## src/stps_pkg.sv

```systemverilog
// ----------------------------------------------------------------------------
// stps_pkg
// Shared constants and types for the sorted table predecessor search unit.
// ----------------------------------------------------------------------------
package stps_pkg;

  localparam int ENTRY_INDEX_WIDTH = 10;
  localparam int POS_PORT_WIDTH    = 32;
  localparam int ANCHOR_WIDTH      = 10;
  localparam int COUNT_WIDTH       = 11;

  localparam logic CMD_WRITE = 1'b0;
  localparam logic CMD_QUERY = 1'b1;

  typedef struct packed {
    logic                    done;
    logic [ANCHOR_WIDTH-1:0] anchor_index;
  } stps_result_t;

endpackage

```

## src/stps_search.sv

```systemverilog
// ----------------------------------------------------------------------------
// stps_search
// Binary search sequencer: one table read and one compare per probe.
// ----------------------------------------------------------------------------
module stps_search
  import stps_pkg::*;
#(
  parameter int TABLE_DEPTH    = 1024,
  parameter int POSITION_WIDTH = 32,
  parameter int AW             = 10,
  parameter int CW             = 11
) (
  input  logic                      clk,
  input  logic                      rst,
  input  logic                      query_start,
  input  logic [POSITION_WIDTH-1:0] query_pos,
  input  logic [COUNT_WIDTH-1:0]    entries_in_use,
  output logic                      busy,
  output stps_result_t              result,
  output logic                      rd_en,
  output logic [AW-1:0]             rd_addr,
  input  logic [POSITION_WIDTH-1:0] rd_data
);

  localparam int NW = (CW > COUNT_WIDTH) ? CW : COUNT_WIDTH;

  typedef enum logic [1:0] {
    S_IDLE,
    S_PROBE,
    S_CMP
  } state_t;

  state_t                    state;
  logic [CW-1:0]             lo;
  logic [CW-1:0]             hi;
  logic [AW-1:0]             mid;
  logic [POSITION_WIDTH-1:0] pos;
  logic [CW-1:0]             count;
  logic [CW-1:0]             mid_calc;
  logic [NW-1:0]             entries_ext;

  assign entries_ext = NW'(entries_in_use);

  always_comb begin
    if (entries_ext == '0) begin
      count = CW'(1);
    end else if (entries_ext > NW'(TABLE_DEPTH)) begin
      count = CW'(TABLE_DEPTH);
    end else begin
      count = CW'(entries_ext);
    end
  end

  assign mid_calc = lo + ((hi - lo) >> 1);
  assign busy     = (state != S_IDLE);
  assign rd_en    = (state == S_PROBE) && (lo < hi);
  assign rd_addr  = AW'(mid_calc);

  always_ff @(posedge clk) begin
    if (rst) begin
      state       <= S_IDLE;
      result.done <= 1'b0;
    end else begin
      result.done <= 1'b0;
      case (state)
        S_IDLE: begin
          if (query_start) begin
            pos   <= query_pos;
            lo    <= '0;
            hi    <= count;
            state <= S_PROBE;
          end
        end
        S_PROBE: begin
          if (lo < hi) begin
            mid   <= AW'(mid_calc);
            state <= S_CMP;
          end else begin
            result.done         <= 1'b1;
            result.anchor_index <= (lo == '0) ? '0 : ANCHOR_WIDTH'(lo - CW'(1));
            state               <= S_IDLE;
          end
        end
        S_CMP: begin
          if (rd_data <= pos) begin
            lo <= CW'(mid) + CW'(1);
          end else begin
            hi <= CW'(mid);
          end
          state <= S_PROBE;
        end
        default: begin
          state <= S_IDLE;
        end
      endcase
    end
  end

endmodule

```

## config.mk

```make
export PLATFORM = sky130hd
export DESIGN_NAME = stps_search
export DESIGN_NICKNAME = d
export VERILOG_FILES = /design/src/stps_pkg.sv /design/src/stps_search.sv
export SDC_FILE = /design/constraint.sdc
export NUM_CORES = 1
export LEC_CHECK = 0
export BUFFER_PORTS_ARGS = -buffer_cell sky130_fd_sc_hd__buf_2
export CAP_MARGIN = 10
export CORE_ASPECT_RATIO = 1.4
export CORE_MARGIN = 2
export CORE_UTILIZATION = 55
export DETAILED_ROUTE_END_ITERATION = 6
export HOLD_SLACK_MARGIN = 0.03
export PLACE_DENSITY = 0.81
export SLEW_MARGIN = 20
export SYNTH_ARGS = -nofsm -noshare
export SYNTH_HDL_FRONTEND = slang
export SYNTH_SLANG_ARGS = --single-unit
```

## constraint.sdc

```tcl
create_clock -name clk -period 6.5 [get_ports clk]
set_input_delay 1.3 -clock clk [delete_from_list [all_inputs] [get_ports clk]]
set_output_delay 1.3 -clock clk [all_outputs]
set_load 0.01 [all_outputs]
```

## Word-level counts from Yosys, hierarchy flattened

Cells that the tools add are included.
Widths: inputs -> output; s select.

- Add/sub/neg operators: 4
- $mul: 0
- Div/mod/pow operators: 0
- Order comparisons: 3
- Eq/ne operators: 5
- Shift-type cells: 0
- Mux-type cells: 13
- Bitwise operators: 3
- Reductions and logical operators: 12

Operators with widths:

| operator | count |
|---|---|
| $mux 11 | 7 |
| $pmux 11 s2 | 2 |
| $le 32x32->1 | 1 |
| $logic_not 11->1 | 2 |
| $add 10x1->11 const B | 1 |
| $gt 11x11->1 const B | 1 |
| $lt 11x11->1 | 1 |
| $sub 11x11->11 | 1 |
| $add 10x10->10 | 1 |
| $mux 10 | 1 |
| $sub 10x1->10 const B | 1 |
| $reduce_and 3->1 | 3 |
| $reduce_and 4->1 | 2 |
| $ne 2x2->1 const B | 3 |
| $pmux 2 s3 | 1 |
| $mux 2 | 2 |
| $reduce_bool 2->1 | 2 |
| $not 1->1 | 3 |
| $eq 2x1->1 const B | 1 |
| $eq 2x2->1 const B | 1 |
| $logic_not 2->1 | 1 |
| $reduce_or 2->1 | 1 |
| $logic_and 1x1->1 | 1 |

- Flip-flop bits (word level): 77
- Latch bits: 0
- Memory bits (writable): 0
- Memory bits (read-only): 0
- Input bits: 78
- Output and inout port bits: 23
- Memories kept: 0

## Longest topological paths before layout

Gate-level depths: netlist of the first run.

- Word-level depth: 5
- Mapped depth: 13
- Gate-level depth less buffers: 13

## Worst setup path after synthesis of the first run

OpenSTA, ideal clock, no wires.

- Kind: register -> output
- Start: register lo[0]
- End: output rd_addr[9]
- Data arrival time: 2.805 ns
- Required time: 5.200 ns
- Slack: 2.395 ns
- Cell stages (with the launch flop): 13
- Path buffers: 0
- Cells stage by stage: edfxtp_1 ha_1 inv_1 fa_1 a21o_1 a21oi_1 xnor2_1 ha_1 nand3_1 o211ai_1 o41ai_1 o21ai_0 xnor2_1

- Word-level cells in the longest chain between the ends: 2

Ends and longest elaborated chain:

| item | RTL line | RTL |
|---|---|---|
| start, declared | stps_search.sv:34 | `logic [CW-1:0] lo;` |
| start signal, assigned | stps_search.sv:86 | `lo <= CW'(mid) + CW'(1);` |
| $sub 11x11->11 | stps_search.sv:54 | `assign mid_calc = lo + ((hi - lo) >> 1);` |
| $add 10x10->10 * | stps_search.sv:54 |  |
| end, declared | stps_search.sv:21 | `output logic [AW-1:0] rd_addr,` |

Mark *: on every way between the ends. The rest lies on a longest branch, timed or not.

## Final worst setup path of the first run

- Start: register lo[1]
- End: output rd_addr[9]

Same word-level chain as after synthesis.

==> results of run 1 <==
per-layer routing:
layer  wire length [µm]  GRT usage
met4                450     0.1233
met2               5645     0.4459
met1               3363     0.2157
met3                751    0.07476
met5                  0          0
worst max-delay path: stages, from the launching register on:
cell,delay (ns)
edfxtp_1,0.46
inv_1,0.17
ha_1,0.26
nor2b_1,0.13
o21ai_0,0.25
a21oi_1,0.15
nor2_1,0.13
xnor2_1,0.13
ha_1,0.30
nand3_1,0.10
o211ai_1,0.12
o41ai_1,0.51
o21ai_0,0.25
xnor2_1,0.23
buf_2,0.16
area by class of cell:
| class | instances | share of cell area |
|---|---|---|
| clock inverter | 5 | 0.009243 |
| clock buffer | 11 | 0.04193 |
| multi-input combinational | 290 | 0.3873 |
| tap | 102 | 0.02299 |
| sequential | 77 | 0.4112 |
| inverter | 51 | 0.03449 |
| timing repair buffer | 102 | 0.09288 |
logic make-up (layout without fill, tap and decap cells):
logic type / Yosys count / in the layout / synth area share
adder cells (fa/ha/maj): 57 / 57 / 0.1566
buffers and inverters: 56 / 169 / 0.04535
XOR/XNOR: 33 / 33 / 0.06236
flip-flops: 77 / 77 / 0.4924
AND/OR/NAND/NOR: 128 / 128 / 0.1423
AO/OA/AOI/OAI: 72 / 72 / 0.1010
worst min-delay path by stage:
stage	slack, ns	start	endpoint
detailed placement	0.57	mid[1]	hi[1]
floorplan	0.53	mid[1]	hi[1]
finish	0.59	mid[1]	hi[1]
global route	0.61	mid[0]	lo[0]
CTS	0.58	mid[1]	hi[1]
global placement	0.55	mid[1]	hi[1]
stage by stage:
step	std cells	area (µm²)	hold slack, ns
after detailed placement	622	5266	0.5698
final	638	5550	0.5920
after global placement	622	5266	0.5531
after floorplan	423	4634	0.5297
after global routing	638	5550	0.6086
after CTS	638	5550	0.5840
cell usage in the layout (no fill, tap or decap), drive strengths merged, types with 4 or more instances in the layout:
cell type  instances
nor2b              4
ha                54
a21oi             23
o21ai             16
nor2              32
nand3b             8
clkbuf            11
inv               51
o21a               5
o211ai             5
nor4               6
xnor2             23
nand2             27
nand4             12
nor3               4
edfxtp            74
buf              102
xor2              10
nor3b              4
nand3             17
power groups by stage:
| stage | clock network (mW) | logic, mW | registers (mW) |
|---|---|---|---|
| 2_1_floorplan | 0 | 0.224 | 0.607 |
| 3_3_place_gp | 0 | 0.336 | 0.608 |
| 3_5_place_dp | 0 | 0.349 | 0.609 |
| 4_1_cts | 0.489 | 0.352 | 0.599 |
| 5_1_grt | 0.509 | 0.388 | 0.602 |
| 6_report | 0.483 | 0.353 | 0.599 |
sequential cells by signal, summed over array words and instances, names as in the netlist:
name,flops
mid,10
result,11
pos,32
hi,11
lo,11
state,2
Yosys cell counts (3+ instances only):
master,n
a21o_1,3
a21oi_1,22
a22o_1,3
and3_1,3
clkbuf_1,4
dfxtp_1,3
edfxtp_1,74
ha_1,54
inv_1,51
nand2_1,27
nand2b_1,3
nand3_1,17
nand3b_1,8
nand4_1,12
nor2_1,32
nor2b_1,4
nor3_1,4
nor3b_1,4
nor4_1,5
o211ai_1,5
o21a_1,5
o21ai_0,14
or2_2,3
xnor2_1,23
xor2_1,10
==> run metrics, run 1 <==
layout overhead on the synthesized area 19.76%; CTS max path bufs 2; critical path fanouts, max 5; Hold Crit Class reg2reg; Max Cap Viol 0; VDD IR max 0.2064 mV; Ant. Diodes 0; setup slack at placement 1.954 ns; core footprint 8198 µm²; Overall Power 1.435 mW; Final setup viols 0; top cells by area, synth edfxtp_1 (48%), ha_1 (15%), xnor2_1 (4.3%), inv_1 (4.1%), nor2_1 (2.6%); Mean Syn Cell Area 10.96 µm²; Detailed Routing Iterations Pass 1 4; vias per cell 5.691; first-pass GRT wire length 16130 µm; post-synth cell types 48; gpl congestion 0.8920; post-layout minimum cycle time 4.970 ns; H-tree levels 3; final worst slack 1.530 ns; leading area contributor after synthesis edfxtp_1; Post-synth EDFFs 74; FP Rows 39; TritonCTS buffer count 9; leakage power 2.415 nW; RSZ-0062 raised after global routing false; Post-Syn Nets 557; die height 112.6 µm; CTS resizes 0; post-DP HPWL 8164 µm; Yosys warning total 0; combinational fraction of design power 0.246; Synth Instances 423; Post-CTS Setup Bufs 0; vias 3631; root buffer cell clkbuf_16; remaining antenna violation count 0; Util after Layout 0.6770; status complete, no violations; port buffer count 100; Setup TNS 0 ns; Pwr per Cell Area 258.6 nW/µm²; full die area 9187 µm²; initial detailed-routing violation count 198; Worst Path Required 5.20 ns; largest net degree at the start of global routing 34; Setup Crit Path Kind reg2out; total detailed-routing wirelength 10210 µm; starting density of the core 0.5653; average wire per standard cell 16.00 µm; # nets final 665; CTS tree yes; flop-to-flop setup slack 3.11 ns; worst setup path start lo[1]; Max Freq 201.2 MHz; r2r endpoint mid[9]; Crit. End Element output port; register area share after synthesis 0.4924; Worst-path clk slew 0.05 ns; WP data arrival 3.67 ns; GRT Resource Usage Total 0.2367; I/O pin count 101; period utilization 0.7647; sw power 0.4060 mW; startpoint types register; CP endpoint rd_addr[9]; Worst Tran Pin Value 0.9724 ns; dominant synthesized flop cell edfxtp_1; switching part of the total 0.2828; clock latency on the worst-skew pair 0.34 ns; R2R Path Start lo[1]; # fillers 594; multi-input combinational cell area 2150 µm²; worst-case reg-to-reg path depth 13; antenna violations before repair 0; Worst Hold Depth 2; Sink Count 77; sequential share of power 0.418; top-area cell type share of the netlist area 0.4795; internal power 1.029 mW; vias in the first global route 3808; clock share of power 0.337; FFs w/ async S/R, synth 0; DIE WIDTH 81.58 µm; Clock Skew 0.007430 ns; hold-fix buffers at CTS 0; Hold Fails Final Rpt 0; DRC viols 0; Register Area 2282 µm²; share of cells above drive strength 1 0.2295; post-synthesis register bit count 77; relative slew slack 0.3489; pins over their slew limit 0; GR Overflow Total 0; Syn Std Cell Area 4634 µm²
No activity file was read; power rests on OpenSTA's default activity.
==> run 2: changes to the inputs <==
==> constraint.sdc (replaced) <==
create_clock -name clk -period 4.75 [get_ports clk]
set_input_delay 0.95 -clock clk [delete_from_list [all_inputs] [get_ports clk]]
set_output_delay 0.95 -clock clk [all_outputs]
set_load 0.01 [all_outputs]
==> run 2 against run 1 <==
Core utilization is 0.18 points higher. Setup slack worse by 1.3 ns. Flip-flop and latch count stayed put. Cell area is 0.27% higher. Sequential share of layout area is 0.11 points lower. Critical path depth is 1 lower. Non-clock buffer count stayed put. Cell count stayed put. Largest cell class unchanged. Largest power group unchanged.
==> run metrics, run 2 (synthesized netlist as in run 1, its figures left out) <==
status complete, no violations (unchanged); max reg flops 32 (unchanged); remaining antenna violation count 0 (unchanged); Critical-path top delay cell edfxtp_1 (was o41ai_1); hold-fix buffers at CTS 0 (unchanged); Crit. End Element output port (unchanged); Hold Crit Class reg2reg (unchanged); average wire per standard cell 16.48 µm (was 16.00 µm); antenna violations before repair 0 (unchanged); VDD IR max 0.2733 mV (was 0.2064 mV); period utilization 0.9618; leakage power 2.424 nW (was 2.415 nW); Ant. Diodes 0 (unchanged); CP delay by family, top compound AO/OA/AOI/OAI gates (unchanged); root buffer cell clkbuf_16 (unchanged); vias 3640 (was 3631); combinational fraction of design power 0.250 (was 0.246); Max Cap Viol 0 (unchanged); CP Cell Sequence inv_1, ha_1, nor2b_1, o21ai_0, nor2b_1, xnor2_1, ha_1, a21o_1, a21oi_1, o21ai_0, o41ai_2, xnor2_1, buf_2 (was inv_1, ha_1, nor2b_1, o21ai_0, a21oi_1, nor2_1, xnor2_1, ha_1, nand3_1, o211ai_1, o41ai_1, o21ai_0, xnor2_1, buf_2); sequential share of power 0.414 (was 0.418); switching part of the total 0.2863 (was 0.2828); Hold WS 0.5933 ns (was 0.5920 ns); critical path fanouts, max 5 (unchanged); startpoint types register (unchanged); vias in the first global route 3798 (was 3808); GRT Resource Usage Total 0.2477 (was 0.2367); # nets final 665 (unchanged); DIE WIDTH 81.58 µm (unchanged); Hold Fails Final Rpt 0 (unchanged); commonest non-fill, non-tap cell in the layout buf_2 (unchanged); core footprint 8198 µm² (unchanged); die height 112.6 µm (unchanged); Largest Register pos (unchanged); starting density of the core 0.5653 (unchanged); relative slew slack 0.3609 (was 0.3489); WP data arrival 3.62 ns (was 3.67 ns); H-tree levels 3 (unchanged); Overall Power 1.980 mW (was 1.435 mW); TritonCTS buffer count 9 (unchanged); FP Rows 39 (unchanged); post-DP HPWL 8149 µm (was 8164 µm); share of cells above drive strength 1 0.2332 (was 0.2295); clock share of power 0.336 (was 0.337); Detailed Routing Iterations Pass 1 5 (was 4); largest net degree at the start of global routing 34 (unchanged); initial detailed-routing violation count 232 (was 198); layout overhead on the synthesized area 20.09% (was 19.76%); vias per cell 5.705 (was 5.691); first-pass GRT wire length 16700 µm (was 16130 µm); setup slack at placement 0.5593 ns (was 1.954 ns); cell area after placement 5266 µm² (unchanged); crit path buf inv count 2 (unchanged); max incr delay on CP 0.47 ns (was 0.51 ns); Setup TNS 0 ns (unchanged); port buffer count 100 (unchanged); total detailed-routing wirelength 10510 µm (was 10210 µm); CTS tree yes (unchanged); Worst-path clk slew 0.06 ns (was 0.05 ns); clock latency on the worst-skew pair 0.34 ns (about the same); internal power 1.413 mW (was 1.029 mW); Clock Skew 0.007570 ns (was 0.007430 ns); sw power 0.5668 mW (was 0.4060 mW); most frequent cells in the layout buf_2 (100), edfxtp_1 (74), ha_1 (54) (unchanged); Max Freq 218.9 MHz; gpl congestion 0.8920 (unchanged); I/O pin count 101 (unchanged); Setup Crit Path Kind reg2out (unchanged); pins over their slew limit 0 (unchanged); design area 5565 µm² (was 5550 µm²); Final setup viols 0 (unchanged); DRC viols 0 (unchanged); GR Overflow Total 0 (unchanged); post-layout minimum cycle time 4.568 ns; CTS max path bufs 2 (unchanged); RSZ-0062 raised after global routing false (unchanged); final worst slack 0.1816 ns (was 1.530 ns); Worst Path Required 3.80 ns (was 5.20 ns); Sink Count 77 (unchanged); Worst Tran Pin Value 0.9545 ns (was 0.9724 ns); full die area 9187 µm² (unchanged); Pwr per Cell Area 355.7 nW/µm² (was 258.6 nW/µm²)
-- run 2: cell types whose count changed in the layout (fill, tap and decap cells not counted) --
| cell | change |
|---|---|
| o41ai_2 | +2 |
| o41ai_1 | -2 |
-- run 2: tightest hold or removal path, stage by stage, from the launching register on --
cell and delay, ns:
edfxtp_1 0.36, nand2_1 0.06, nand2_1 0.06
-- run 2: metal layers --
metal	part of all wire	track usage	wire length, µm
met2	0.56	0.4705	5918
met5	0	0	0
met1	0.34	0.2313	3590
met4	0.038	0.1189	404
met3	0.057	0.07154	600
-- run 2: stage by stage --
stage | cells | util
after global placement | 622 | 0.6424
after detailed placement | 622 | 0.6424
after floorplan | 423 | -
final | 638 | 0.6789
after global routing | 638 | 0.6789
after CTS | 638 | 0.6770
-- run 2: repair_timing --
action                     in CTS  in global routing
setup buffers                   0                  0
gates resized for setup         0                  2
setup endpoints to repair       0                  2
-- run 2: final timing paths --
path,start,endpoint,slack [ns],cells after the start
min,mid[1],hi[1],0.59,2
max,lo[1],rd_addr[8],0.18,13
min reg2reg,mid[1],hi[1],0.59,2
max reg2reg,lo[1],mid[8],1.43,12
-- run 2: layout make-up --
class / instances / area [µm²]
Sequential cell: 77 / 2282
Timing Repair Buffer: 102 / 515.5
Inverter: 51 / 191.4
Multi-Input combinational cell: 290 / 2165
Clock buffer: 11 / 232.7
Fill cell: 622 / 2633
Tap cell: 102 / 127.6
Clock inverter: 5 / 51.30
-- run 2: power by group through the flow --
stage	registers, mW	clock network, mW	logic (mW)
2_1_floorplan	0.831	0	0.307
3_3_place_gp	0.832	0	0.460
3_5_place_dp	0.834	0	0.478
4_1_cts	0.820	0.670	0.486
5_1_grt	0.823	0.704	0.539
6_report	0.820	0.664	0.495
